**config.mk**
```make
export PLATFORM = sky130hd
export DESIGN_NAME = poly_coeff_bit_packer_flat
export DESIGN_NICKNAME = d
export VERILOG_FILES = /design/src/design/pcbp_pkg.sv /design/src/design/pcbp_ifs.sv /design/src/design/pcbp_cfg_regs.sv /design/src/design/pcbp_front.sv /design/src/design/pcbp_queue.sv /design/src/design/pcbp_back.sv /design/src/design/poly_coeff_bit_packer.sv /design/src/flat_wrapper.sv
export VERILOG_INCLUDE_DIRS = /design/src /design/src/design
export SDC_FILE = /design/constraint.sdc
export NUM_CORES = 1
export LEC_CHECK = 0
export ABC_AREA = 1
export BUFFER_PORTS_ARGS = -buffer_cell sky130_fd_sc_hd__buf_2
export CORE_ASPECT_RATIO = 0.5
export CORE_MARGIN = 3
export CORE_UTILIZATION = 40
export DETAILED_ROUTE_END_ITERATION = 6
export PLACE_DENSITY = 0.63
export SYNTH_ARGS = -nofsm -noshare
export SYNTH_HDL_FRONTEND = slang
export SYNTH_SLANG_ARGS = --single-unit
```
**constraint.sdc**
```tcl
create_clock -name clk -period 14.5 [get_ports clk]
set_input_delay 0.725 -clock clk [delete_from_list [all_inputs] [get_ports clk]]
set_output_delay 0.725 -clock clk [all_outputs]
set_load 0.02 [all_outputs]
```
**src/design/assert_macros.svh**
```systemverilog
// assertion helpers shared by the design files
`ifndef ASSERT_MACROS_SVH
`define ASSERT_MACROS_SVH
`ifndef SYNTHESIS
// property must hold at every clock edge outside reset
`define ASSERT_CHECK(lbl, clk, rst_n, prop) \
	lbl: assert property (@(posedge clk) disable iff (!rst_n) (prop)) \
		else $error("design check failed");
// condition must never be seen at a clock edge outside reset
`define ASSERT_NEVER(lbl, clk, rst_n, cond) \
	lbl: assert property (@(posedge clk) disable iff (!rst_n) !(cond)) \
		else $error("forbidden condition seen");
`else
`define ASSERT_CHECK(lbl, clk, rst_n, prop)
`define ASSERT_NEVER(lbl, clk, rst_n, cond)
`endif
`endif

```
**src/design/pcbp_pkg.sv**
```systemverilog
package pcbp_pkg;

	// polynomial length and index of its final coefficient
	localparam int POLY_DEGREE = 512;
	localparam int CTR_W = 10;
	localparam logic [CTR_W-1:0] LAST_IDX = CTR_W'((POLY_DEGREE - 1) % (1 << CTR_W));

	// datapath widths
	localparam int ACC_W   = 18;
	localparam int CNT_W   = 5;
	localparam int FW_W    = 4;
	localparam int OFS_W   = 7;
	localparam int COEFF_W = 12;
	localparam int BYTE_W  = 8;
	localparam int VAL_W   = 11;
	localparam int NRES_W  = 3;

	// decoupling queue
	localparam int QDEPTH = 4;
	localparam int QPTR_W = 2;
	localparam int QCNT_W = 3;

	// supported offset constants
	localparam logic [OFS_W-1:0] OFS_ONE = 7'd1;
	localparam logic [OFS_W-1:0] OFS_TWO = 7'd2;
	localparam logic [OFS_W-1:0] OFS_16  = 7'd16;
	localparam logic [OFS_W-1:0] OFS_32  = 7'd32;
	localparam logic [OFS_W-1:0] OFS_64  = 7'd64;

	localparam logic DIR_PACK   = 1'b0;
	localparam logic DIR_UNPACK = 1'b1;

	// register indexes
	typedef enum logic [1:0] {
		REG_DIRECTION    = 2'd0,
		REG_FIELD_WIDTH  = 2'd1,
		REG_OFFSET_MODE  = 2'd2,
		REG_OFFSET_VALUE = 2'd3
	} reg_idx_t;

	typedef struct packed {
		logic             direction;
		logic [FW_W-1:0]  field_width;
		logic             offset_mode;
		logic [OFS_W-1:0] offset_value;
	} cfg_t;

	// one batch of results handed from front to back
	typedef struct packed {
		logic              err;
		logic [ACC_W-1:0]  bits;
		logic [NRES_W-1:0] nres;
		logic              last;
	} entry_t;

	// width and offset combinations the stream format allows
	function automatic logic config_ok(cfg_t c);
		logic ok;
		ok = 1'b0;
		if (c.offset_mode) begin
			unique case (c.field_width)
				4'd2:    ok = (c.offset_value == OFS_ONE) || (c.offset_value == OFS_TWO);
				4'd5:    ok = (c.offset_value == OFS_16);
				4'd6:    ok = (c.offset_value == OFS_32);
				4'd7:    ok = (c.offset_value == OFS_64);
				default: ok = 1'b0;
			endcase
		end else begin
			unique case (c.field_width)
				4'd9, 4'd10, 4'd11: ok = 1'b1;
				4'd1, 4'd4, 4'd5:   ok = (c.direction == DIR_PACK);
				default:            ok = 1'b0;
			endcase
		end
		return ok;
	endfunction

	// low w bits set
	function automatic logic [VAL_W-1:0] width_mask(logic [FW_W-1:0] w);
		logic [COEFF_W-1:0] m;
		m = (COEFF_W'(1) << w) - COEFF_W'(1);
		return m[VAL_W-1:0];
	endfunction

endpackage

```
**src/design/pcbp_ifs.sv**
```systemverilog
// coefficient or byte stream into the block
interface pcbp_feed_if;
	logic                                 valid;
	logic                                 ready;
	logic signed [pcbp_pkg::COEFF_W-1:0]  coeff_in;
	logic        [pcbp_pkg::BYTE_W-1:0]   byte_in;

	modport source (output valid, coeff_in, byte_in, input ready);
	modport sink   (input valid, coeff_in, byte_in, output ready);
endinterface

// result stream out of the block
interface pcbp_result_if;
	logic                                 valid;
	logic                                 ready;
	logic        [pcbp_pkg::BYTE_W-1:0]   byte_out;
	logic signed [pcbp_pkg::COEFF_W-1:0]  coeff_out;
	logic                                 last_of_poly;
	logic                                 config_error;

	modport source (output valid, byte_out, coeff_out, last_of_poly, config_error,
		input ready);
	modport sink   (input valid, byte_out, coeff_out, last_of_poly, config_error,
		output ready);
endinterface

// register write channel
interface pcbp_cfg_if;
	logic                          valid;
	logic                          ready;
	pcbp_pkg::reg_idx_t            index;
	logic [pcbp_pkg::OFS_W-1:0]    data;

	modport source (output valid, index, data, input ready);
	modport sink   (input valid, index, data, output ready);
endinterface

```
**src/design/pcbp_cfg_regs.sv**
```systemverilog
module pcbp_cfg_regs (
	input  logic          clk,
	input  logic          arst_n,
	pcbp_cfg_if.sink      cfg,
	output pcbp_pkg::cfg_t cfg_o,
	output logic          clear_o
);
	import pcbp_pkg::*;

	cfg_t cfg_q;
	logic wr;

	assign cfg.ready = 1'b1;
	assign wr        = cfg.valid & cfg.ready;
	// every write restarts the polynomial
	assign clear_o   = wr;
	assign cfg_o     = cfg_q;

	// register file
	always_ff @(posedge clk or negedge arst_n) begin
		if (!arst_n) begin
			cfg_q.direction    <= DIR_PACK;
			cfg_q.field_width  <= 4'd9;
			cfg_q.offset_mode  <= 1'b0;
			cfg_q.offset_value <= '0;
		end else if (wr) begin
			unique case (cfg.index)
				REG_DIRECTION:    cfg_q.direction    <= cfg.data[0];
				REG_FIELD_WIDTH:  cfg_q.field_width  <= cfg.data[FW_W-1:0];
				REG_OFFSET_MODE:  cfg_q.offset_mode  <= cfg.data[0];
				REG_OFFSET_VALUE: cfg_q.offset_value <= cfg.data;
				default:          cfg_q              <= cfg_q;
			endcase
		end
	end

endmodule

```
**src/design/pcbp_front.sv**
```systemverilog
`include "assert_macros.svh"

module pcbp_front (
	input  logic            clk,
	input  logic            arst_n,
	pcbp_feed_if.sink       feed,
	input  pcbp_pkg::cfg_t  cfg,
	input  logic            clear,
	input  logic            q_full,
	output logic            push,
	output pcbp_pkg::entry_t push_entry
);
	import pcbp_pkg::*;

	logic [ACC_W-1:0] acc_q;
	logic [CNT_W-1:0] cnt_q;
	logic [CTR_W-1:0] ctr_q;

	logic             accept;
	logic             ok;
	logic             at_end;
	logic [VAL_W-1:0] mask;
	logic [CNT_W-1:0] w5;
	logic             cnt_ok;

	logic [COEFF_W-1:0] cin;
	logic [COEFF_W-1:0] cin_ofs;
	logic [VAL_W-1:0]   pval;
	logic [ACC_W-1:0]   pk_acc;
	logic [CNT_W-1:0]   pk_cnt;
	logic               pk_flush;
	logic [NRES_W-1:0]  pk_nres;
	logic [ACC_W-1:0]   pk_rest_acc;
	logic [CNT_W-1:0]   pk_rest_cnt;

	logic [ACC_W-1:0]   up_acc;
	logic [5:0]         up_cnt;
	logic [5:0]         m1, m2, m3, m4;
	logic [NRES_W-1:0]  up_fit;
	logic [CTR_W-1:0]   rem;
	logic               up_last;
	logic [NRES_W-1:0]  up_nres;
	logic [5:0]         used;
	logic [ACC_W-1:0]   up_rest_acc;
	logic [CNT_W-1:0]   up_rest_cnt;

	assign feed.ready = !q_full;
	assign accept     = feed.valid & feed.ready;
	assign ok         = config_ok(cfg);
	assign mask       = width_mask(cfg.field_width);
	assign w5         = {1'b0, cfg.field_width};
	assign at_end     = (ctr_q == LAST_IDX);

	// pack: value to append, bytes that become complete
	assign cin         = feed.coeff_in;
	assign cin_ofs     = {{(COEFF_W-OFS_W){1'b0}}, cfg.offset_value} - cin;
	assign pval        = (cfg.offset_mode ? cin_ofs[VAL_W-1:0] : cin[VAL_W-1:0]) & mask;
	assign pk_acc      = acc_q | (ACC_W'(pval) << cnt_q);
	assign pk_cnt      = cnt_q + w5;
	assign pk_flush    = at_end && (pk_cnt[2:0] != 3'd0);
	assign pk_nres     = {1'b0, pk_cnt[4:3]} + {2'b0, pk_flush};
	assign pk_rest_acc = pk_acc >> {pk_cnt[4:3], 3'b000};
	assign pk_rest_cnt = {2'b00, pk_cnt[2:0]};

	// unpack: fields that the new byte completes
	assign up_acc = acc_q | (ACC_W'(feed.byte_in) << cnt_q);
	assign up_cnt = {1'b0, cnt_q} + 6'd8;
	assign m1     = {2'b00, cfg.field_width};
	assign m2     = {1'b0, cfg.field_width, 1'b0};
	assign m3     = m2 + m1;
	assign m4     = {cfg.field_width, 2'b00};
	assign up_fit = {2'b00, up_cnt >= m1} + {2'b00, up_cnt >= m2}
		+ {2'b00, up_cnt >= m3} + {2'b00, up_cnt >= m4};
	assign rem     = LAST_IDX - ctr_q;
	assign up_last = (up_fit != '0) && ({{(CTR_W-NRES_W){1'b0}}, up_fit} > rem);
	assign up_nres = up_last ? (rem[NRES_W-1:0] + NRES_W'(1)) : up_fit;

	// bits taken by the emitted fields
	always_comb begin
		unique case (up_nres)
			3'd1:    used = m1;
			3'd2:    used = m2;
			3'd3:    used = m3;
			3'd4:    used = m4;
			default: used = '0;
		endcase
	end

	assign up_rest_acc = up_acc >> used;
	assign up_rest_cnt = CNT_W'(up_cnt - used);

	// classify the item into a result batch
	always_comb begin
		push_entry = '0;
		push       = 1'b0;
		if (accept) begin
			if (!ok) begin
				push            = 1'b1;
				push_entry.err  = 1'b1;
				push_entry.nres = NRES_W'(1);
			end else if (cfg.direction == DIR_PACK) begin
				push            = (pk_nres != '0);
				push_entry.bits = pk_acc;
				push_entry.nres = pk_nres;
				push_entry.last = at_end;
			end else begin
				push            = (up_nres != '0);
				push_entry.bits = up_acc;
				push_entry.nres = up_nres;
				push_entry.last = up_last;
			end
		end
	end

	// stream state
	always_ff @(posedge clk or negedge arst_n) begin
		if (!arst_n) begin
			acc_q <= '0;
			cnt_q <= '0;
			ctr_q <= '0;
		end else if (clear) begin
			acc_q <= '0;
			cnt_q <= '0;
			ctr_q <= '0;
		end else if (accept && ok) begin
			if (cfg.direction == DIR_PACK) begin
				if (at_end) begin
					acc_q <= '0;
					cnt_q <= '0;
					ctr_q <= '0;
				end else begin
					acc_q <= pk_rest_acc;
					cnt_q <= pk_rest_cnt;
					ctr_q <= ctr_q + CTR_W'(1);
				end
			end else begin
				if (up_last) begin
					acc_q <= '0;
					cnt_q <= '0;
					ctr_q <= '0;
				end else begin
					acc_q <= up_rest_acc;
					cnt_q <= up_rest_cnt;
					ctr_q <= ctr_q + CTR_W'(up_nres);
				end
			end
		end
	end

	// leftover bits never reach a full byte or a full field
	assign cnt_ok = (cfg.direction == DIR_PACK) ? (cnt_q < 5'd8)
		: ((cnt_q == '0) || (cnt_q < w5));

	`ASSERT_CHECK(a_cnt_bound, clk, arst_n, cnt_ok)

endmodule

```
**src/design/pcbp_queue.sv**
```systemverilog
`include "assert_macros.svh"

module pcbp_queue (
	input  logic             clk,
	input  logic             arst_n,
	input  logic             push,
	input  pcbp_pkg::entry_t push_entry,
	input  logic             pop,
	output logic             full,
	output logic             valid,
	output pcbp_pkg::entry_t head
);
	import pcbp_pkg::*;

	entry_t            slot_q [QDEPTH];
	logic [QPTR_W-1:0] wr_q;
	logic [QPTR_W-1:0] rd_q;
	logic [QCNT_W-1:0] count_q;
	logic              do_pop;

	assign full   = (count_q == QCNT_W'(QDEPTH));
	assign valid  = (count_q != '0);
	assign head   = slot_q[rd_q];
	assign do_pop = pop & valid;

	// storage
	always_ff @(posedge clk) begin
		if (push) begin
			slot_q[wr_q] <= push_entry;
		end
	end

	// pointers and fill level
	always_ff @(posedge clk or negedge arst_n) begin
		if (!arst_n) begin
			wr_q    <= '0;
			rd_q    <= '0;
			count_q <= '0;
		end else begin
			if (push) begin
				wr_q <= wr_q + QPTR_W'(1);
			end
			if (do_pop) begin
				rd_q <= rd_q + QPTR_W'(1);
			end
			count_q <= count_q + QCNT_W'(push) - QCNT_W'(do_pop);
		end
	end

	`ASSERT_NEVER(a_q_overflow, clk, arst_n, push && full && !pop)
	`ASSERT_CHECK(a_q_level, clk, arst_n, count_q <= QCNT_W'(QDEPTH))

endmodule

```
**src/design/pcbp_back.sv**
```systemverilog
`include "assert_macros.svh"

module pcbp_back (
	input  logic             clk,
	input  logic             arst_n,
	input  pcbp_pkg::cfg_t   cfg,
	input  logic             q_valid,
	input  pcbp_pkg::entry_t q_head,
	output logic             pop,
	pcbp_result_if.source    result
);
	import pcbp_pkg::*;

	entry_t              work_q;
	logic                work_valid_q;
	logic                out_valid_q;
	logic [BYTE_W-1:0]   byte_q;
	logic [COEFF_W-1:0]  coeff_q;
	logic                last_q;
	logic                err_q;

	logic               out_free;
	logic               emit;
	logic               work_done;
	logic [VAL_W-1:0]   fval;
	logic [COEFF_W-1:0] fval_ofs;
	logic [COEFF_W-1:0] coeff_d;
	logic [BYTE_W-1:0]  byte_d;
	logic [ACC_W-1:0]   next_bits;

	assign out_free  = !out_valid_q | result.ready;
	assign emit      = work_valid_q & out_free;
	assign work_done = emit & (work_q.nres == NRES_W'(1));
	assign pop       = q_valid & (!work_valid_q | work_done);

	// current field or byte of the batch
	assign fval     = work_q.bits[VAL_W-1:0] & width_mask(cfg.field_width);
	assign fval_ofs = {{(COEFF_W-OFS_W){1'b0}}, cfg.offset_value} - {1'b0, fval};
	always_comb begin
		byte_d  = '0;
		coeff_d = '0;
		if (!work_q.err) begin
			if (cfg.direction == DIR_PACK) begin
				byte_d = work_q.bits[BYTE_W-1:0];
			end else begin
				coeff_d = cfg.offset_mode ? fval_ofs : {1'b0, fval};
			end
		end
	end
	assign next_bits = (cfg.direction == DIR_PACK) ? (work_q.bits >> BYTE_W)
		: (work_q.bits >> cfg.field_width);

	// batch being drained
	always_ff @(posedge clk or negedge arst_n) begin
		if (!arst_n) begin
			work_valid_q <= 1'b0;
		end else if (pop) begin
			work_valid_q <= 1'b1;
		end else if (work_done) begin
			work_valid_q <= 1'b0;
		end
	end

	always_ff @(posedge clk) begin
		if (pop) begin
			work_q <= q_head;
		end else if (emit) begin
			work_q.bits <= next_bits;
			work_q.nres <= work_q.nres - NRES_W'(1);
		end
	end

	// output register
	always_ff @(posedge clk or negedge arst_n) begin
		if (!arst_n) begin
			out_valid_q <= 1'b0;
		end else if (emit) begin
			out_valid_q <= 1'b1;
		end else if (result.ready) begin
			out_valid_q <= 1'b0;
		end
	end

	always_ff @(posedge clk) begin
		if (emit) begin
			byte_q  <= byte_d;
			coeff_q <= coeff_d;
			last_q  <= work_q.last & (work_q.nres == NRES_W'(1));
			err_q   <= work_q.err;
		end
	end

	assign result.valid        = out_valid_q;
	assign result.byte_out     = byte_q;
	assign result.coeff_out    = coeff_q;
	assign result.last_of_poly = last_q;
	assign result.config_error = err_q;

	`ASSERT_CHECK(a_work_nonempty, clk, arst_n, work_valid_q |-> (work_q.nres != '0))
	`ASSERT_CHECK(a_pop_loads, clk, arst_n, pop |=> work_valid_q)

endmodule

```
**src/design/poly_coeff_bit_packer.sv**
```systemverilog
// path: an accepted item goes through the queue and the work register to the output register
// throughput: one item per cycle while each item yields at most one result and the receiver
// is ready; an item with several results holds the drain, a four-entry queue absorbs bursts
// reset: arst_n clears stream state, queue and output; registers return to pack mode,
// width 9, offset mode off, offset 0
module poly_coeff_bit_packer (
	input  logic          clk,
	input  logic          arst_n,
	pcbp_feed_if.sink     feed,
	pcbp_result_if.source result,
	pcbp_cfg_if.sink      cfg
);
	import pcbp_pkg::*;

	cfg_t   cfg_cur;
	logic   clear;
	logic   push;
	entry_t push_entry;
	logic   pop;
	logic   q_full;
	logic   q_valid;
	entry_t q_head;

	pcbp_cfg_regs u_cfg (
		.clk     (clk),
		.arst_n  (arst_n),
		.cfg     (cfg),
		.cfg_o   (cfg_cur),
		.clear_o (clear)
	);

	pcbp_front u_front (
		.clk        (clk),
		.arst_n     (arst_n),
		.feed       (feed),
		.cfg        (cfg_cur),
		.clear      (clear),
		.q_full     (q_full),
		.push       (push),
		.push_entry (push_entry)
	);

	pcbp_queue u_queue (
		.clk        (clk),
		.arst_n     (arst_n),
		.push       (push),
		.push_entry (push_entry),
		.pop        (pop),
		.full       (q_full),
		.valid      (q_valid),
		.head       (q_head)
	);

	pcbp_back u_back (
		.clk     (clk),
		.arst_n  (arst_n),
		.cfg     (cfg_cur),
		.q_valid (q_valid),
		.q_head  (q_head),
		.pop     (pop),
		.result  (result)
	);

endmodule

```
**src/flat_wrapper.sv**
```systemverilog
// flat-port wrapper written by rule: the top's interface ports become plain ports
module poly_coeff_bit_packer_flat import pcbp_pkg::*;
  (clk, arst_n, feed_valid, feed_coeff_in, feed_byte_in, feed_ready, result_valid, result_byte_out, result_coeff_out, result_last_of_poly, result_config_error, result_ready, cfg_valid, cfg_index, cfg_data, cfg_ready);
  pcbp_feed_if feed_i ();
  pcbp_result_if result_i ();
  pcbp_cfg_if cfg_i ();
  input  logic clk;
  input  logic arst_n;
  input wire logic [$bits(feed_i.valid)-1:0] feed_valid;
  input wire logic [$bits(feed_i.coeff_in)-1:0] feed_coeff_in;
  input wire logic [$bits(feed_i.byte_in)-1:0] feed_byte_in;
  output wire logic [$bits(feed_i.ready)-1:0] feed_ready;
  output wire logic [$bits(result_i.valid)-1:0] result_valid;
  output wire logic [$bits(result_i.byte_out)-1:0] result_byte_out;
  output wire logic [$bits(result_i.coeff_out)-1:0] result_coeff_out;
  output wire logic [$bits(result_i.last_of_poly)-1:0] result_last_of_poly;
  output wire logic [$bits(result_i.config_error)-1:0] result_config_error;
  input wire logic [$bits(result_i.ready)-1:0] result_ready;
  input wire logic [$bits(cfg_i.valid)-1:0] cfg_valid;
  input wire logic [$bits(cfg_i.index)-1:0] cfg_index;
  input wire logic [$bits(cfg_i.data)-1:0] cfg_data;
  output wire logic [$bits(cfg_i.ready)-1:0] cfg_ready;
  assign feed_i.valid = feed_valid;
  assign feed_i.coeff_in = feed_coeff_in;
  assign feed_i.byte_in = feed_byte_in;
  assign feed_ready = feed_i.ready;
  assign result_valid = result_i.valid;
  assign result_byte_out = result_i.byte_out;
  assign result_coeff_out = result_i.coeff_out;
  assign result_last_of_poly = result_i.last_of_poly;
  assign result_config_error = result_i.config_error;
  assign result_i.ready = result_ready;
  assign cfg_i.valid = cfg_valid;
  assign cfg_i.index = cfg_index;
  assign cfg_i.data = cfg_data;
  assign cfg_ready = cfg_i.ready;
  poly_coeff_bit_packer u_core (.clk(clk), .arst_n(arst_n), .feed(feed_i), .result(result_i), .cfg(cfg_i));
endmodule
```
After elaboration in Yosys (flattened, before gate mapping)

Memories as Yosys holds them, arrays and structs flattened.
Index checks and enable logic that the tools add are counted.

$add $sub $neg: 20
Multiply operators: 0
Divide/modulo/power cells: 0
Magnitude comparators: 5
Equality and inequality tests: 24
Shift operators: 6
Mux-type cells: 40
Bitwise gates (word level): 14
Reductions and logical operators: 26

Operators by type and width:

| kind                  | count |
|---|---|
| $mux 18               | 7 |
| $mux 10               | 5 |
| $mux 21               | 2 |
| $or 18x18->18         | 2 |
| $pmux 6 s4            | 1 |
| $mux 23               | 1 |
| $and 11x11->11        | 2 |
| $mux 11               | 2 |
| $mux 22               | 1 |
| $mux 5                | 4 |
| $shl 11x5->18         | 1 |
| $shl 8x5->18          | 1 |
| $shr 18x4->18         | 1 |
| $shr 18x5->18         | 1 |
| $shr 18x6->18         | 1 |
| $eq 4x3->1 const B    | 4 |
| $reduce_bool 3->1     | 5 |
| $eq 4x4->1 const B    | 3 |
| $ge 6x6->1            | 2 |
| $mux 1                | 12 |
| $sub 7x11->12         | 1 |
| $shl 1x4->11 const A  | 1 |
| $sub 11x2->11 const B | 1 |
| $sub 7x11->11         | 1 |
| 44 further kinds      | 73 |

Flip-flop bits (word level): 100
Bits in latches: 0
RAM bits: 92
Memory bits (read-only): 0
Input port bits: 34
Output and inout bits: 25
Logic and storage cells: 157
Memories kept: 1

Memories:

| memory                | depth | width | read ports | clocked after Yosys merged registers in | write ports | line             | text |
|---|---|---|---|---|---|---|---|
| u_core.u_queue.slot_q | 4     | 23    | 1          | 0                                       | 1           | pcbp_queue.sv:15 | `entry_t slot_q [QDEPTH];` |

Logic depth before layout (Yosys ltp)

Gate-level depths: netlist of run 1.

Depth in word-level cells: 15
Depth in mapped cells: 39
Mapped depth without buffers: 36

Cells and area by module

From an unflattened synthesis of run 1, not the netlist that was laid out.

Cells, all modules: 2,018
Area, all modules: 14,722.9 um^2

Modules (own cells, without submodules):

| module        | times used | cells each | area each (um^2) | sequential area each (um^2) |
|---|---|---|---|---|
| pcbp_front    | 1          | 1,157      | 6,726.5          | 825.8 |
| pcbp_queue    | 1          | 345        | 4,100.2          | 2,937.8 |
| pcbp_back     | 1          | 450        | 3,314.4          | 1,401.3 |
| pcbp_cfg_regs | 1          | 66         | 581.8            | 327.8 |

Worst setup path before layout of run 1

No wires, ideal clock.

Kind: reg2reg
Start point: register u_core.u_cfg.cfg_q, in the netlist u_core.u_cfg.cfg_o[9]
End point: memory u_core.u_queue.slot_q[0][0] in the netlist's numbering (enable)
Library setup time: 403 ps
Arrival time: 5,701 ps
Required time: 14,097 ps
Setup slack: 8,396 ps
Cell stages (with the launch flop): 24
Path buffers: 2
Clock period less this slack: 6,104 ps
Cell sequence: dfrtp_1 > inv_1 > buf_1 > clkbuf_1 > fa_1 > ha_1 > a21oi_1 > o21bai_1 > a21oi_1 > o21bai_1 > fa_1 > ha_1 > ha_1 > ha_1 > nand2_1 > nand2_1 > nand2_1 > nand2_2 > nand3_2 > nand3_1 > o31ai_1 > nand2_1 > inv_1 > nor2_1

Longest elaborated chain between the ends: 13
Elaborated cells on any way between the ends: 37
Classes of those cells: 6 x add/sub; 5 x order compare; 9 x eq/ne; 9 x mux; 8 x reduce/logical

Ends and longest elaborated chain:

| item                                                    | line                               | text |
|---|---|---|
| start, declared                                         | pcbp_cfg_regs.sv:10                | `cfg_t cfg_q;` |
| start signal, assigned                                  | pcbp_cfg_regs.sv:32                | `default: cfg_q <= cfg_q;` |
| $add 5x4->6 (tied with other cells)                     | pcbp_front.sv:70                   | `assign m3 = m2 + m1;` |
| $ge 6x6->1 / $add 1x1->2 (equally long branches)        | pcbp_front.sv:73, pcbp_front.sv:72 |  |
| $add 2x1->3                                             | pcbp_front.sv:73                   | `+ {2'b00, up_cnt >= m3} + {2'b00, up_cnt >= m4};` |
| $add 3x1->3                                             | pcbp_front.sv:73                   |  |
| $gt 3x10->1 / $reduce_bool 3->1 (equally long branches) | pcbp_front.sv:75                   | `assign up_last = (up_fit != '0) && ({{(CTR_W-NRES_W){1'b0}}, up_fit} > rem);` |
| $logic_and 1x1->1                                       | pcbp_front.sv:75                   |  |
| $mux 3                                                  | pcbp_front.sv:76                   | `assign up_nres = up_last ? (rem[NRES_W-1:0] + NRES_W'(1)) : up_fit;` |
| $reduce_bool 3->1                                       | pcbp_front.sv:107                  | `push = (up_nres != '0);` |
| $mux 1                                                  | pcbp_front.sv:101                  | `end else if (cfg.direction == DIR_PACK) begin` |
| $mux 1 *                                                | pcbp_front.sv:97                   | `if (!ok) begin` |
| $mux 1 *                                                | pcbp_front.sv:96                   | `if (accept) begin` |
| $mux 1 *                                                | pcbp_queue.sv:28                   | `if (push) begin` |
| $mux 1 (implied by the code) *                          | pcbp_queue.sv:29                   | `slot_q[wr_q] <= push_entry;` |
| end, declared                                           | pcbp_queue.sv:15                   |  |

Every way passes the cells marked *; elsewhere a longest branch is shown, timed or not.

Worst setup path in the final report of run 1

Start point: register u_core.u_cfg.cfg_q, in the netlist u_core.u_cfg.cfg_o[11]
End point: register u_core.u_front.cnt_q[4]

Longest elaborated chain between the ends: 14
Elaborated cells on any way between the ends: 38
Classes of those cells: 5 x add/sub; 5 x order compare; 13 x eq/ne; 9 x mux; 6 x reduce/logical

Ends and longest elaborated chain:

| item                                                    | line                               | text |
|---|---|---|
| $add 5x4->6 (tied with other cells)                     | pcbp_front.sv:70                   |  |
| $ge 6x6->1 / $add 1x1->2 (equally long branches)        | pcbp_front.sv:73, pcbp_front.sv:72 |  |
| $add 2x1->3                                             | pcbp_front.sv:73                   |  |
| $add 3x1->3                                             | pcbp_front.sv:73                   |  |
| $gt 3x10->1 / $reduce_bool 3->1 (equally long branches) | pcbp_front.sv:75                   |  |
| $logic_and 1x1->1                                       | pcbp_front.sv:75                   |  |
| $mux 3                                                  | pcbp_front.sv:76                   |  |
| $eq 3x3->1 (tied with other cells)                      | pcbp_front.sv:80                   | `unique case (up_nres)` |
| $pmux 6 s4                                              | pcbp_front.sv:80                   |  |
| $sub 5x5->5                                             | pcbp_front.sv:90                   | `assign up_rest_cnt = CNT_W'(up_cnt - used);` |
| $mux 5                                                  | pcbp_front.sv:137                  | `if (up_last) begin` |
| $mux 5                                                  | pcbp_front.sv:126                  | `if (cfg.direction == DIR_PACK) begin` |
| $mux 5                                                  | pcbp_front.sv:125                  | `end else if (accept && ok) begin` |
| $mux 5                                                  | pcbp_front.sv:121                  | `end else if (clear) begin` |
| end signal, assigned                                    | pcbp_front.sv:133                  | `cnt_q <= pk_rest_cnt;` |
| end signal, assigned                                    | pcbp_front.sv:143                  | `cnt_q <= up_rest_cnt;` |
| end, declared                                           | pcbp_front.sv:16                   | `logic [CNT_W-1:0] cnt_q;` |

Parallel ways exist; a longest one is shown, timed or not. The select of a mux whose other input is x is not followed.
A chain may end at the register's enable or synchronous reset.

==> results of run 1 <==
-- sequential cells by signal, summed over array words and instances (netlist names) --
name	count
u_core.u_back.result.last_of_poly	1
u_core.u_back.result.valid	1
u_core.u_back.result.byte_out	8
u_core.u_front.acc_q	18
u_core.u_queue.slot_q	92
u_core.u_back.work_q	23
u_core.u_queue.count_q	3
u_core.u_back.result.config_error	1
u_core.u_back.result.coeff_out	12
u_core.u_front.cnt_q	5
u_core.u_back.work_valid_q	1
u_core.u_queue.rd_q	2
u_core.u_front.ctr_q	10
u_core.u_cfg.cfg_o	13
u_core.u_queue.wr_q	2
-- cell type report --
class / instances / area (um^2) / area share, %
Multi-Input combinational cell: 1365 / 7520 / 48.7
Sequential cell: 192 / 5490 / 35.6
Timing Repair Buffer: 78 / 445 / 2.89
Clock buffer: 17 / 425 / 2.76
Clock inverter: 15 / 220 / 1.43
Inverter: 198 / 743 / 4.82
Tap cell: 465 / 582 / 3.77
-- worst paths after layout --
path                       cells after the start                     from                       to
setup / recovery                              30   u_core.u_cfg.cfg_o[11]  u_core.u_front.cnt_q[4]
hold / removal                                 2                   arst_n  u_core.u_front.acc_q[9]
setup reg to reg                              30   u_core.u_cfg.cfg_o[11]  u_core.u_front.cnt_q[4]
hold reg to reg                                2  u_core.u_front.acc_q[1]  u_core.u_front.acc_q[1]
max in group asynchronous                      2                   arst_n   u_core.u_cfg.cfg_o[12]
min in group clk                               2  u_core.u_front.acc_q[1]  u_core.u_front.acc_q[1]
-- per-stage QoR --
stage	hold slack [ns]	setup slack, ns
after global routing	0.508	6.74
after CTS	0.463	7.36
after global placement	0.466	7.40
final	0.447	7.23
after floorplan	0.429	8.40
after detailed placement	0.467	7.40
-- metal layers --
metal / share of wire, % / track usage, %
met5: 0.088 / 0
met4: 1.6 / 5.61
met3: 9.0 / 4.65
met2: 43 / 33.4
met1: 46 / 32.3
-- logic make-up (layout without fill, tap and decap cells) --
kind of cell	after synthesis	after routing	synth area share (%)
xor gates and xnor gates	30	30	1.86
and+or+nand+nor	846	846	26.7
adders and majority gates	84	84	7.92
muxes	5	5	0.354
other	1	1	0.0266
AOI/OAI and AO/OA	399	399	16.3
buffers and inverters	282	308	7.97
DFF	192	192	38.9
-- cells in the final DEF, fill, tap and decap left out, types with 29 or more instances in the layout --
cell,netlist,layout
sky130_fd_sc_hd__nand2_1,445,445
sky130_fd_sc_hd__inv_1,186,186
sky130_fd_sc_hd__nand3_1,179,179
sky130_fd_sc_hd__o21ai_0,164,163
sky130_fd_sc_hd__edfxtp_1,137,137
sky130_fd_sc_hd__nor2_1,136,131
sky130_fd_sc_hd__a21oi_1,99,99
sky130_fd_sc_hd__ha_1,75,75
sky130_fd_sc_hd__buf_2,9,56
sky130_fd_sc_hd__dfrtp_1,53,52
sky130_fd_sc_hd__o21ai_1,29,29
==> results by stage, run 1 <==
Logic synthesis:
- Among all flip-flop cells after synthesis, the most frequent one is sky130_fd_sc_hd__edfxtp_1.
- The post-synth net total is 1,957.
- The post-synthesis instance area is 0.0141 mm^2.
- The async set or reset register ratio after synthesis is between 20% and 30%.
- The sequential cell area fraction in the yosys report is 38.9%.
- The distinct cell type count after synthesis is 63.
- The count of flip-flops with a built-in enable after synthesis is 137.
- By count the netlist is led by sky130_fd_sc_hd__nand2_1, sky130_fd_sc_hd__inv_1, sky130_fd_sc_hd__nand3_1, sky130_fd_sc_hd__o21ai_0, sky130_fd_sc_hd__edfxtp_1.
- The synthesized design spends more area on one cell type than any other, namely sky130_fd_sc_hd__edfxtp_1.
- During synthesis, Yosys emitted a total of 0 warnings.
- In the post-synthesis netlist, the biggest area contributors are sky130_fd_sc_hd__edfxtp_1, sky130_fd_sc_hd__nand2_1, sky130_fd_sc_hd__dfrtp_1.
- The share of Yosys cell area claimed by the top area cell type is 29.1%.
- The most frequent cell after synthesis is sky130_fd_sc_hd__nand2_1.
- The instance count of the mapped netlist is 1,839.
- A synthesized cell averages 7.68 um^2.
- After synthesis the netlist holds a flip-flop and latch count of 192.

Floorplan:
- The height of the chip is 139 um.
- The area of the die is ~0.038 mm^2.
- The initial utilization of the core area, before any placement, comes to around two fifths.
- The total core area is 0.0339 mm^2.
- For this design the top-level I/O count stands at 59.
- The die span in x is 272 um.
- The floorplan has 47 rows.

Global route:
- The via count of the first global-routing pass came to 11,400.
- Entering global routing, the biggest net connects 64 pins.
- For this run the aggregate overflow at the end of global routing stands at 0.
- The first global-routing pass estimated about 65,000 um of wire.
- The initial antenna violation count was 3.
- The global-route total usage across every layer is 22.1%.

Final layout:
- The final core utilization is 45.5%.
- The number of antenna diodes in the final layout is 0.
- The final design instance area without fill is between 0.015 and 0.02 mm^2.
- The area growth from synthesis to layout is 9.26%.
- The layout has 3,430 filler cells.
- Leaving out filler cells and counting taps, the final layout contains 2,330.
- The share of layout cells above drive strength 1 is 9.97%.
- The net count reported at finish is 1,970.

Clock network:
- Clock tree synthesis selected as its root buffer the cell sky130_fd_sc_hd__clkbuf_16.
- The number of sinks on the clock net is 192.
- In this run the number of H-tree levels came out at 4.
- The clock passes through at most 2 buffers.
- The count of buffers added by post-CTS timing repair for setup is 0.
- Clock tree synthesis inserted a total of 17 buffers.
- After clock tree synthesis, the clock-pin slew on the worst setup and hold paths is 0.08 ns.
- The TritonCTS clock tree is yes.
- The source-to-sink clock delay at the later pin of the worst-skew pair is 0.46 ns.
- The number of buffers inserted by hold repair at cts is 0.
- Gates resized during post-CTS repair numbered 0.

STA:
- Based on the critical path, the design can be clocked at up to 0.138 GHz.
- The clock period minus final worst setup slack is 7.27 ns.
- Setup repair after global routing left no endpoint under its margin.
- The count of final setup violators is 0.
- The number of max-slew violations in the final report is 0.
- Dividing the final minimum period by the clock period gives between 50% and 60%.
- The final hold violation count is 0.
- At the pin with the least slew margin, the transition time is 1.16 ns.
- After routing, the total negative slack on setup checks comes to 0 ns.
- The worst clock skew on the final layout is 0.0201 ns.
- The worst pin sits at a relative slew slack of between 20 and 25%.

Critical path:
- The type of the worst setup path is register to register.
- STA puts the critical path data required time at 14.88 ns.
- In this run the worst path has a maximum fanout of 23.
- STA classifies the critical path startpoint as a register.
- For this run, the slowest stage of the critical path takes 0.77 ns.
- For flop-to-flop paths, the worst setup slack is 7.23 ns.
- The cell at the slowest stage of the critical path is sky130_fd_sc_hd__dfstp_2.
- The most repeated library cell on the critical path is sky130_fd_sc_hd__nand2_1.
- The type of destination of the critical path is a register.
- Data on the critical path arrives at its endpoint at 7.65 ns.
- The number of buffer and inverter stages on the critical path is 3.
- Grouping stages by cell kind, the critical path spends the most delay in adder cells.

Drt:
- In the routed layout, each cell is associated on average with a via count of 5.55.
- The total DRC errors in the routed layout is 2.
- The wire length reported by the detailed router is roughly 42,000 um.
- The via count is 12,900.
- The detail route stage leaves a number of antenna-violating nets equal to 0.
- The detailed-routing iteration count for the pre-antenna-repair pass is 7.
- The routed length per instance is around 18 um.
- In this run, the number of DRC markers left after iteration 0 of detailed routing was ~1,500.

Outcome:
- The flow ran to the end, but the final reports show violations.
- The checks that failed: DRC.

Placement:
- The placer congestion estimate is 0.928.
- The number of port buffers is between 50 and 60.
- The post-detailed-placement half-perimeter wirelength is 30,600 um.
- Counting tap cells, the placed design contains a total of between 2,000 and 2,500 instances.
- After detailed placement, the total cell area comes to around 0.015 mm^2.

Job:
- Across the run, the number of max-cap violations was 0.

Min path:
- The worst hold path class is input port to async pin.
Power of run 1 is left out: the tool's default activity adds up to more than one toggle a clock period on the data nets, which glitch-free logic cannot reach.
==> run 2: changes to the inputs <==
--- a/config.mk
+++ b/config.mk
@@ -6,13 +6,13 @@
 export SDC_FILE = /design/constraint.sdc
 export NUM_CORES = 1
 export LEC_CHECK = 0
-export ABC_AREA = 1
+export ABC_AREA = 0
 export BUFFER_PORTS_ARGS = -buffer_cell sky130_fd_sc_hd__buf_2
 export CORE_ASPECT_RATIO = 0.5
 export CORE_MARGIN = 3
 export CORE_UTILIZATION = 40
 export DETAILED_ROUTE_END_ITERATION = 6
-export PLACE_DENSITY = 0.63
+export PLACE_DENSITY = 0.65
 export SYNTH_ARGS = -nofsm -noshare
 export SYNTH_HDL_FRONTEND = slang
 export SYNTH_SLANG_ARGS = --single-unit
==> constraint.sdc (replaced) <==
create_clock -name clk -period 5.8 [get_ports clk]
set_input_delay 0.29 -clock clk [delete_from_list [all_inputs] [get_ports clk]]
set_output_delay 0.29 -clock clk [all_outputs]
set_load 0.02 [all_outputs]
==> results by stage, run 2 <==
Outcome:
- The run finished, with violations left.
- The final reports fail on setup timing.

STA:
- Setup repair after global routing could not meet its margin everywhere.
- The worst path in the final design needs a cycle of 5.84 ns, including I/O delays and setup.
- The count of final setup violators is 2.
- The maximum clock frequency is 0.171 GHz.
- The total negative slack for setup checks is -0.0412 ns.
- The number of max-slew violations in the final report is 0.
- The worst clock skew on the final layout is around 0.018 ns.
- After layout, the worst setup slack is -0.0362 ns.
- Of the available clock period, the critical path in the final layout requires 101%.
- The slew of the pin with the lowest slew margin is 1.14 ns.
- The headroom to the max-slew limit is 23.8%.
- The final hold violation count is 0.

Placement:
- The placer congestion estimate is 0.931.
- At the placement stage, the worst setup path has a slack of -0.117 ns.
- The count of buffers added on input and output ports is 56.
- The post-detailed-placement half-perimeter wirelength is 33,200 um.

Logic synthesis:
- For this run, asynchronously set or reset flops after synthesis account for ~29%.
- The per-instance average area after synthesis is approximately 10 um^2.
- The commonest cells after synthesis are sky130_fd_sc_hd__edfxtp_1, sky130_fd_sc_hd__nand2_1, sky130_fd_sc_hd__nor2_1, sky130_fd_sc_hd__a21oi_1, sky130_fd_sc_hd__ha_1.
- The warning count from the yosys run is 0.
- The number of nets handed over by synthesis was approximately 1,600.
- The number of synthesized register bits is roughly 190.
- The most common cell in the synthesized netlist is sky130_fd_sc_hd__edfxtp_1.
- Yosys attributes the largest share of cell area to sky130_fd_sc_hd__edfxtp_1, sky130_fd_sc_hd__dfrtp_1, sky130_fd_sc_hd__ha_1.
- The dominant synthesized flop cell is sky130_fd_sc_hd__edfxtp_1.
- The distinct cell type count after synthesis is 89.
- Sequential elements use 38.7% of the synthesized area.
- The largest area contributor in the synthesized netlist is sky130_fd_sc_hd__edfxtp_1.
- The post-synthesis instance area is roughly 0.014 mm^2.
- The count of flip-flops with a built-in enable after synthesis is 137.
- Counting every instance in the synthesized netlist gives approximately 1,500.
- Of the post-synthesis cell area, the dominant cell type holds 29.0%.

Drt:
- The mean number of vias per cell is ~6.
- The final layout contains routed wiring with a total length of between 40,000 and 50,000 um.
- The detailed-routing iteration count for the pre-antenna-repair pass is 5.
- The total DRC errors in the routed layout is 0.
- Dividing the detail-routed wire length by the instance count gives 22.2 um.
- The detailed router finished its first iteration with 1,531 violations.
- The via count is 12,300.
- The number of routed nets with antenna violations is 0.

Critical path:
- The number of buffer and inverter stages on the critical path is 3.
- The largest driver fanout on the critical path is 8.
- The most numerous cell type found on the critical path is sky130_fd_sc_hd__ha_4.
- The family of cells with the greatest summed delay on the critical path is adder cells.
- By startpoint and endpoint, the worst setup path is classified as register to register.
- The cell at the slowest stage of the critical path is sky130_fd_sc_hd__dfstp_2.
- The arrival time at the worst endpoint is 6.15 ns.
- The longest individual stage delay on the worst path is 0.58 ns.
- The endpoint required time on the critical path is 6.12 ns.
- The type of destination of the critical path is a register.
- The startpoint kind of the worst setup timing path is a register.

Floorplan:
- The die span in x is around 270 um.
- The area of the die is 0.0379 mm^2.
- After floorplanning, the core was divided into 48 placement rows.
- The total core area is ~0.035 mm^2.
- The initial utilization of the core area, before any placement, comes to roughly 41%.
- The height of the chip is 139 um.
- Pin placement for this block handled slightly below 60 I/O pins.

Clock network:
- The number of H-tree branching levels is 4.
- The clock reaches the later pin of the worst-skew pair after 0.45 ns.
- The TritonCTS clock tree is yes.
- After clock tree synthesis, the clock-pin slew on the worst setup and hold paths is approximately 0.09 ns.
- The number of buffers added by the clock tree synthesis step is 17.
- The number of sinks on the clock net is 192.
- The buffer type at the clock tree root is sky130_fd_sc_hd__clkbuf_16.
- Hold repair after CTS inserted 0 buffers.
- The longest clock path from root to sink contains 2 buffers.

Global route:
- In this run the most used layer during global routing was met1.
- The remaining global-route overflow is 0.
- In the global route stage, met2 resource usage came out at between 30% and 40%.
- The met1 track demand over resource is a little over a third.
- The met3 layer usage reported by global route is 5.05%.
- The first-pass GRT wire length is 69,100 um.
- The initial antenna violation count is 0.
- The global-route total usage across every layer is 23.6%.
- The via count of the first global-routing pass is 11,400.
- The pin count of the biggest net entering global routing is 56.

Final layout:
- The register with the most flip-flops in the layout has 92 of them.
- In the final layout, the registers with the most flip-flops are u_core.u_queue.slot_q x92, u_core.u_back.work_q x23, u_core.u_front.acc_q x18.
- In the layout the commonest cells are sky130_fd_sc_hd__edfxtp_1, sky130_fd_sc_hd__nand2_1, sky130_fd_sc_hd__nor2_1.
- The synthesis-to-layout area growth is 17.9%.
- In the final design database the tool counted 1,674 nets.
- The most common cell after layout, fill and taps aside is sky130_fd_sc_hd__edfxtp_1.
- Fill cells in the final layout number 3,248.
- The share of layout cells above drive strength 1 is 22.4%.
- 0 antenna diodes ended up in the layout.
- The largest register by flop count is u_core.u_queue.slot_q.

Min path:
- The path class of the tightest hold or removal check is input port to async pin.

Job:
- Max-cap violations in this run came to 0.
-- run 2: cell families (layout without fill, tap and decap cells) --
kind of cell,Yosys count,count (layout),synth area share [%]
AOI/OAI and AO/OA,386,386,18.1
other,1,1,0.0264
DFF,192,192,38.7
muxes,138,138,13.0
xor gates and xnor gates,35,35,2.16
adders and majority gates,84,84,7.88
and+or+nand+nor,472,472,16.1
buffers and inverters,145,261,4.03
-- run 2: metrics by stage --
step           utilization, %  instances  hold WS [ns]  area (um^2)
2_1_floorplan               -       1453      -0.00559        14400
3_3_place_gp             45.4       1996         0.508        15800
3_5_place_dp             45.4       1996         0.516        15800
4_1_cts                  47.6       2040        0.0554        16500
5_1_grt                  48.2       2044        0.0616        16700
6_report                 48.2       2044        0.0691        16700
-- run 2: repair_timing --
action                     in CTS  in global routing
gates cloned                    0                  0
setup endpoints to repair      19                 30
pin swaps                      18                 11
resized for setup              10                 37
setup buffers                  12                  4
-- run 2: final cells by class --
type / count / area, um^2 / area share, %
multi-input combinational: 1116 / 8530 / 51.0
clock inverter: 15 / 188 / 1.12
tap: 475 / 594 / 3.55
clock buffer: 17 / 425 / 2.54
inverter: 57 / 224 / 1.34
sequential: 192 / 5500 / 32.9
timing repair buffer: 172 / 1270 / 7.61
-- run 2: path summary, 6_finish.rpt --
kind,start,to,slack [ns],depth (start not counted)
setup / recovery,u_core.u_cfg.cfg_o[8],u_core.u_front.cnt_q[4],-0.04,28
hold / removal,arst_n,u_core.u_cfg.cfg_o[10],0.07,2
setup reg to reg,u_core.u_cfg.cfg_o[8],u_core.u_front.cnt_q[4],-0.04,28
hold reg to reg,u_core.u_queue.wr_q[0],u_core.u_queue.wr_q[0],0.54,1
max in group asynchronous,arst_n,u_core.u_cfg.cfg_o[9],5.09,2
min in group clk,cfg_data[6],u_core.u_cfg.cfg_o[6],0.07,2
-- run 2: routing by layer --
layer / wire, um / up-vias
met1: 21300 / 5960
met4: 698 / 0
met5: 0 / -
met3: 4200 / 57
li1: - / 5675
met2: 19100 / 589
Power of run 2 is left out for the same reason.
==> run 3: changes to the inputs <==
--- a/config.mk
+++ b/config.mk
@@ -10,9 +10,9 @@
 export BUFFER_PORTS_ARGS = -buffer_cell sky130_fd_sc_hd__buf_2
 export CORE_ASPECT_RATIO = 0.5
 export CORE_MARGIN = 3
-export CORE_UTILIZATION = 40
+export CORE_UTILIZATION = 50
 export DETAILED_ROUTE_END_ITERATION = 6
-export PLACE_DENSITY = 0.65
+export PLACE_DENSITY = 0.74
 export SYNTH_ARGS = -nofsm -noshare
 export SYNTH_HDL_FRONTEND = slang
 export SYNTH_SLANG_ARGS = --single-unit
==> constraint.sdc (replaced) <==
create_clock -name clk -period 6.57 [get_ports clk]
set_input_delay 0.3285 -clock clk [delete_from_list [all_inputs] [get_ports clk]]
set_output_delay 0.3285 -clock clk [all_outputs]
set_load 0.02 [all_outputs]
==> results by stage, run 3 (synthesized netlist as in run 2, its figures left out) <==
Outcome:
- The flow ran to the end, and the final reports show no timing, DRC or antenna violations.

STA:
- The final critical-path share of the clock period is a little over nine tenths.
- The final hold violation count was 0.
- The final setup slack of the worst path is 0.253 ns.
- The count of final setup violators is 0.
- The slew of the pin with the lowest slew margin is 1.05 ns.
- The worst clock skew on the final layout is about 0.017 ns.
- The clock period minus final worst setup slack is about 6.3 ns.
- The maximum clock frequency is approximately 0.16 GHz.
- The number of max-slew violations in the final report is 0.
- The worst pin sits at a relative slew slack of a little under 30%.

Critical path:
- The largest single stage delay on the critical path is 0.62 ns.
- Data arrives at the worst endpoint at 6.64 ns.
- The worst register-to-register path has a depth of 28.
- The startpoint kind of the worst setup timing path is a register.
- The most repeated library cell on the critical path is sky130_fd_sc_hd__ha_1.
- Of all nets on the critical path, the largest fanout is 8.
- The worst setup path is of the register to register kind.
- The cell at the slowest stage of the critical path is sky130_fd_sc_hd__fa_2.
- STA classifies the critical path endpoint as a register.
- The endpoint required time on the critical path is 6.89 ns.

Floorplan:
- The total number of placement rows is 42.
- The total area inside the core boundary comes to about 0.027 mm^2.
- The area of the die is 0.0306 mm^2.
- The height of the chip is 125 um.
- For this design the top-level I/O count stands at 59.
- Once the floorplan was initialized, standard cells occupied 52.2% of the core.
- The floorplan step set the die width to 244 um.

Drt:
- The detailed-routing iteration count for the pre-antenna-repair pass is 6.
- For this run, design rule violations remaining after detail routing come to 0.
- The mean number of vias per cell is 6.59.
- The routed design has 46,800 um of wire.
- The number of routed nets with antenna violations is 0.
- For this block, the initial DRC count from the detailed router was 1,794.
- The via count is 12,500.
- After detailed routing, the average wire length per cell comes to around 25 um.

Final layout:
- The share of layout cells above drive strength 1 is 17.0%.
- The synthesis-to-layout area growth is 11.4%.
- The number of diodes is 0.
- The register with the most flip-flops in the layout has 92 of them.
- The register with the most flip-flops in the final layout is u_core.u_queue.slot_q.
- Leaving out fill and tap cells, the most frequent cell in the layout is sky130_fd_sc_hd__edfxtp_1.
- The net count reported at finish is 1,622.
- In the final layout, the registers with the most flip-flops are u_core.u_queue.slot_q x92, u_core.u_back.work_q x23, u_core.u_front.acc_q x18.
- In the layout the commonest cells are sky130_fd_sc_hd__edfxtp_1, sky130_fd_sc_hd__nand2_1, sky130_fd_sc_hd__nor2_1.

Placement:
- The number of port buffers is 56.
- The placer congestion estimate is ~1.0.
- Timing analysis after detailed placement gives a worst setup slack of between 0.09 and 0.1 ns.
- The post-detailed-placement half-perimeter wirelength is 34,900 um.

Job:
- The number of max-cap violations is 0.

Global route:
- The pin count of the biggest net entering global routing is between 50 and 60.
- The first global-routing pass estimated 70,500 um of wire.
- Global routing finished with a remaining overflow of 0.
- In the global route stage, overall resource usage came out at 30.3%.
- The via count of the first global-routing pass is 11,700.
- The initial antenna violation count is 1.

Clock network:
- The clock reaches the later pin of the worst-skew pair after about 0.46 ns.
- CTS built an H-tree with a depth of 4.
- The cell sitting at the root of the clock tree is a sky130_fd_sc_hd__clkbuf_16.
- The number of hold buffers added after CTS was 0.
- The number of buffers added by the clock tree synthesis step is 17.
- TritonCTS built the clock tree.
- After clock tree synthesis, the clock-pin slew on the worst setup and hold paths is roughly 0.080 ns.
- The clock passes through at most 2 buffers.
- The number of sinks on the clock net is 192.

Min path:
- The worst hold path class is input port to async pin.
[run 3: cell types whose count changed in the layout (fill, tap and decap cells not counted), sizes merged]
cell and change:
clkinv +1, buf -52, clkinvlp -1
[run 3: path summary, 6_finish.rpt]
check	from	to	slack, ns
min in group clk	cfg_data[5]	u_core.u_cfg.cfg_o[5]	0.09
worst max-delay path	u_core.u_cfg.cfg_o[8]	u_core.u_front.cnt_q[4]	0.25
worst min-delay path	arst_n	u_core.u_front.ctr_q[2]	0.03
max in group asynchronous	arst_n	u_core.u_cfg.cfg_o[12]	5.90
worst min register to register	u_core.u_back.work_valid_q	u_core.u_back.result.valid	0.51
worst max register to register	u_core.u_cfg.cfg_o[8]	u_core.u_front.cnt_q[4]	0.25
[run 3: metal layers]
metal,GRT usage [%],wire length (um),part of all wire (%)
met1,43.9,21000,45
met2,42.1,19300,41
met3,12.2,5590,12
met4,7.85,927,2.0
met5,0,13,0.028
[run 3: critical path: cells and delay by family (launching register included)]
family / cells / cell delay (ns)
XOR/XNOR: 2 / 0.28
buffers and inverters: 3 / 0.31
multiplexers: 1 / 0.30
AO/OA/AOI/OAI: 9 / 1.69
flip-flops: 1 / 0.57
adder cells (fa/ha/maj): 8 / 2.59
AND/OR/NAND/NOR: 5 / 0.44
[run 3: stage by stage]
stage / area, um^2 / TNS [ns] / utilization [%] / hold WS [ns] / std cells
after floorplan: 14300 / 0 / - / 0.0329 / 1453
after global placement: 15100 / 0 / 55.5 / 0.492 / 1851
after detailed placement: 15100 / 0 / 55.5 / 0.503 / 1851
after CTS: 15700 / 0 / 57.8 / 0.0595 / 1883
after global routing: 15800 / -0.00813 / 58.2 / 0.0828 / 1891
final: 15800 / 0 / 58.2 / 0.0328 / 1891
[run 3: final cells by class]
class | count | area (um^2)
timing repair buffer | 120 | 786
clock buffer | 17 | 425
fill | 2279 | 11400
clock inverter | 15 | 191
sequential | 192 | 5500
tap | 374 | 468
multi-input combinational | 1116 | 8220
inverter | 57 | 223
[run 3: repair_timing]
item,CTS,global route
endpoints found under the setup margin,0,23
buffers inserted,0,8
gates resized for setup,0,12
Power of run 3 is left out for the same reason.
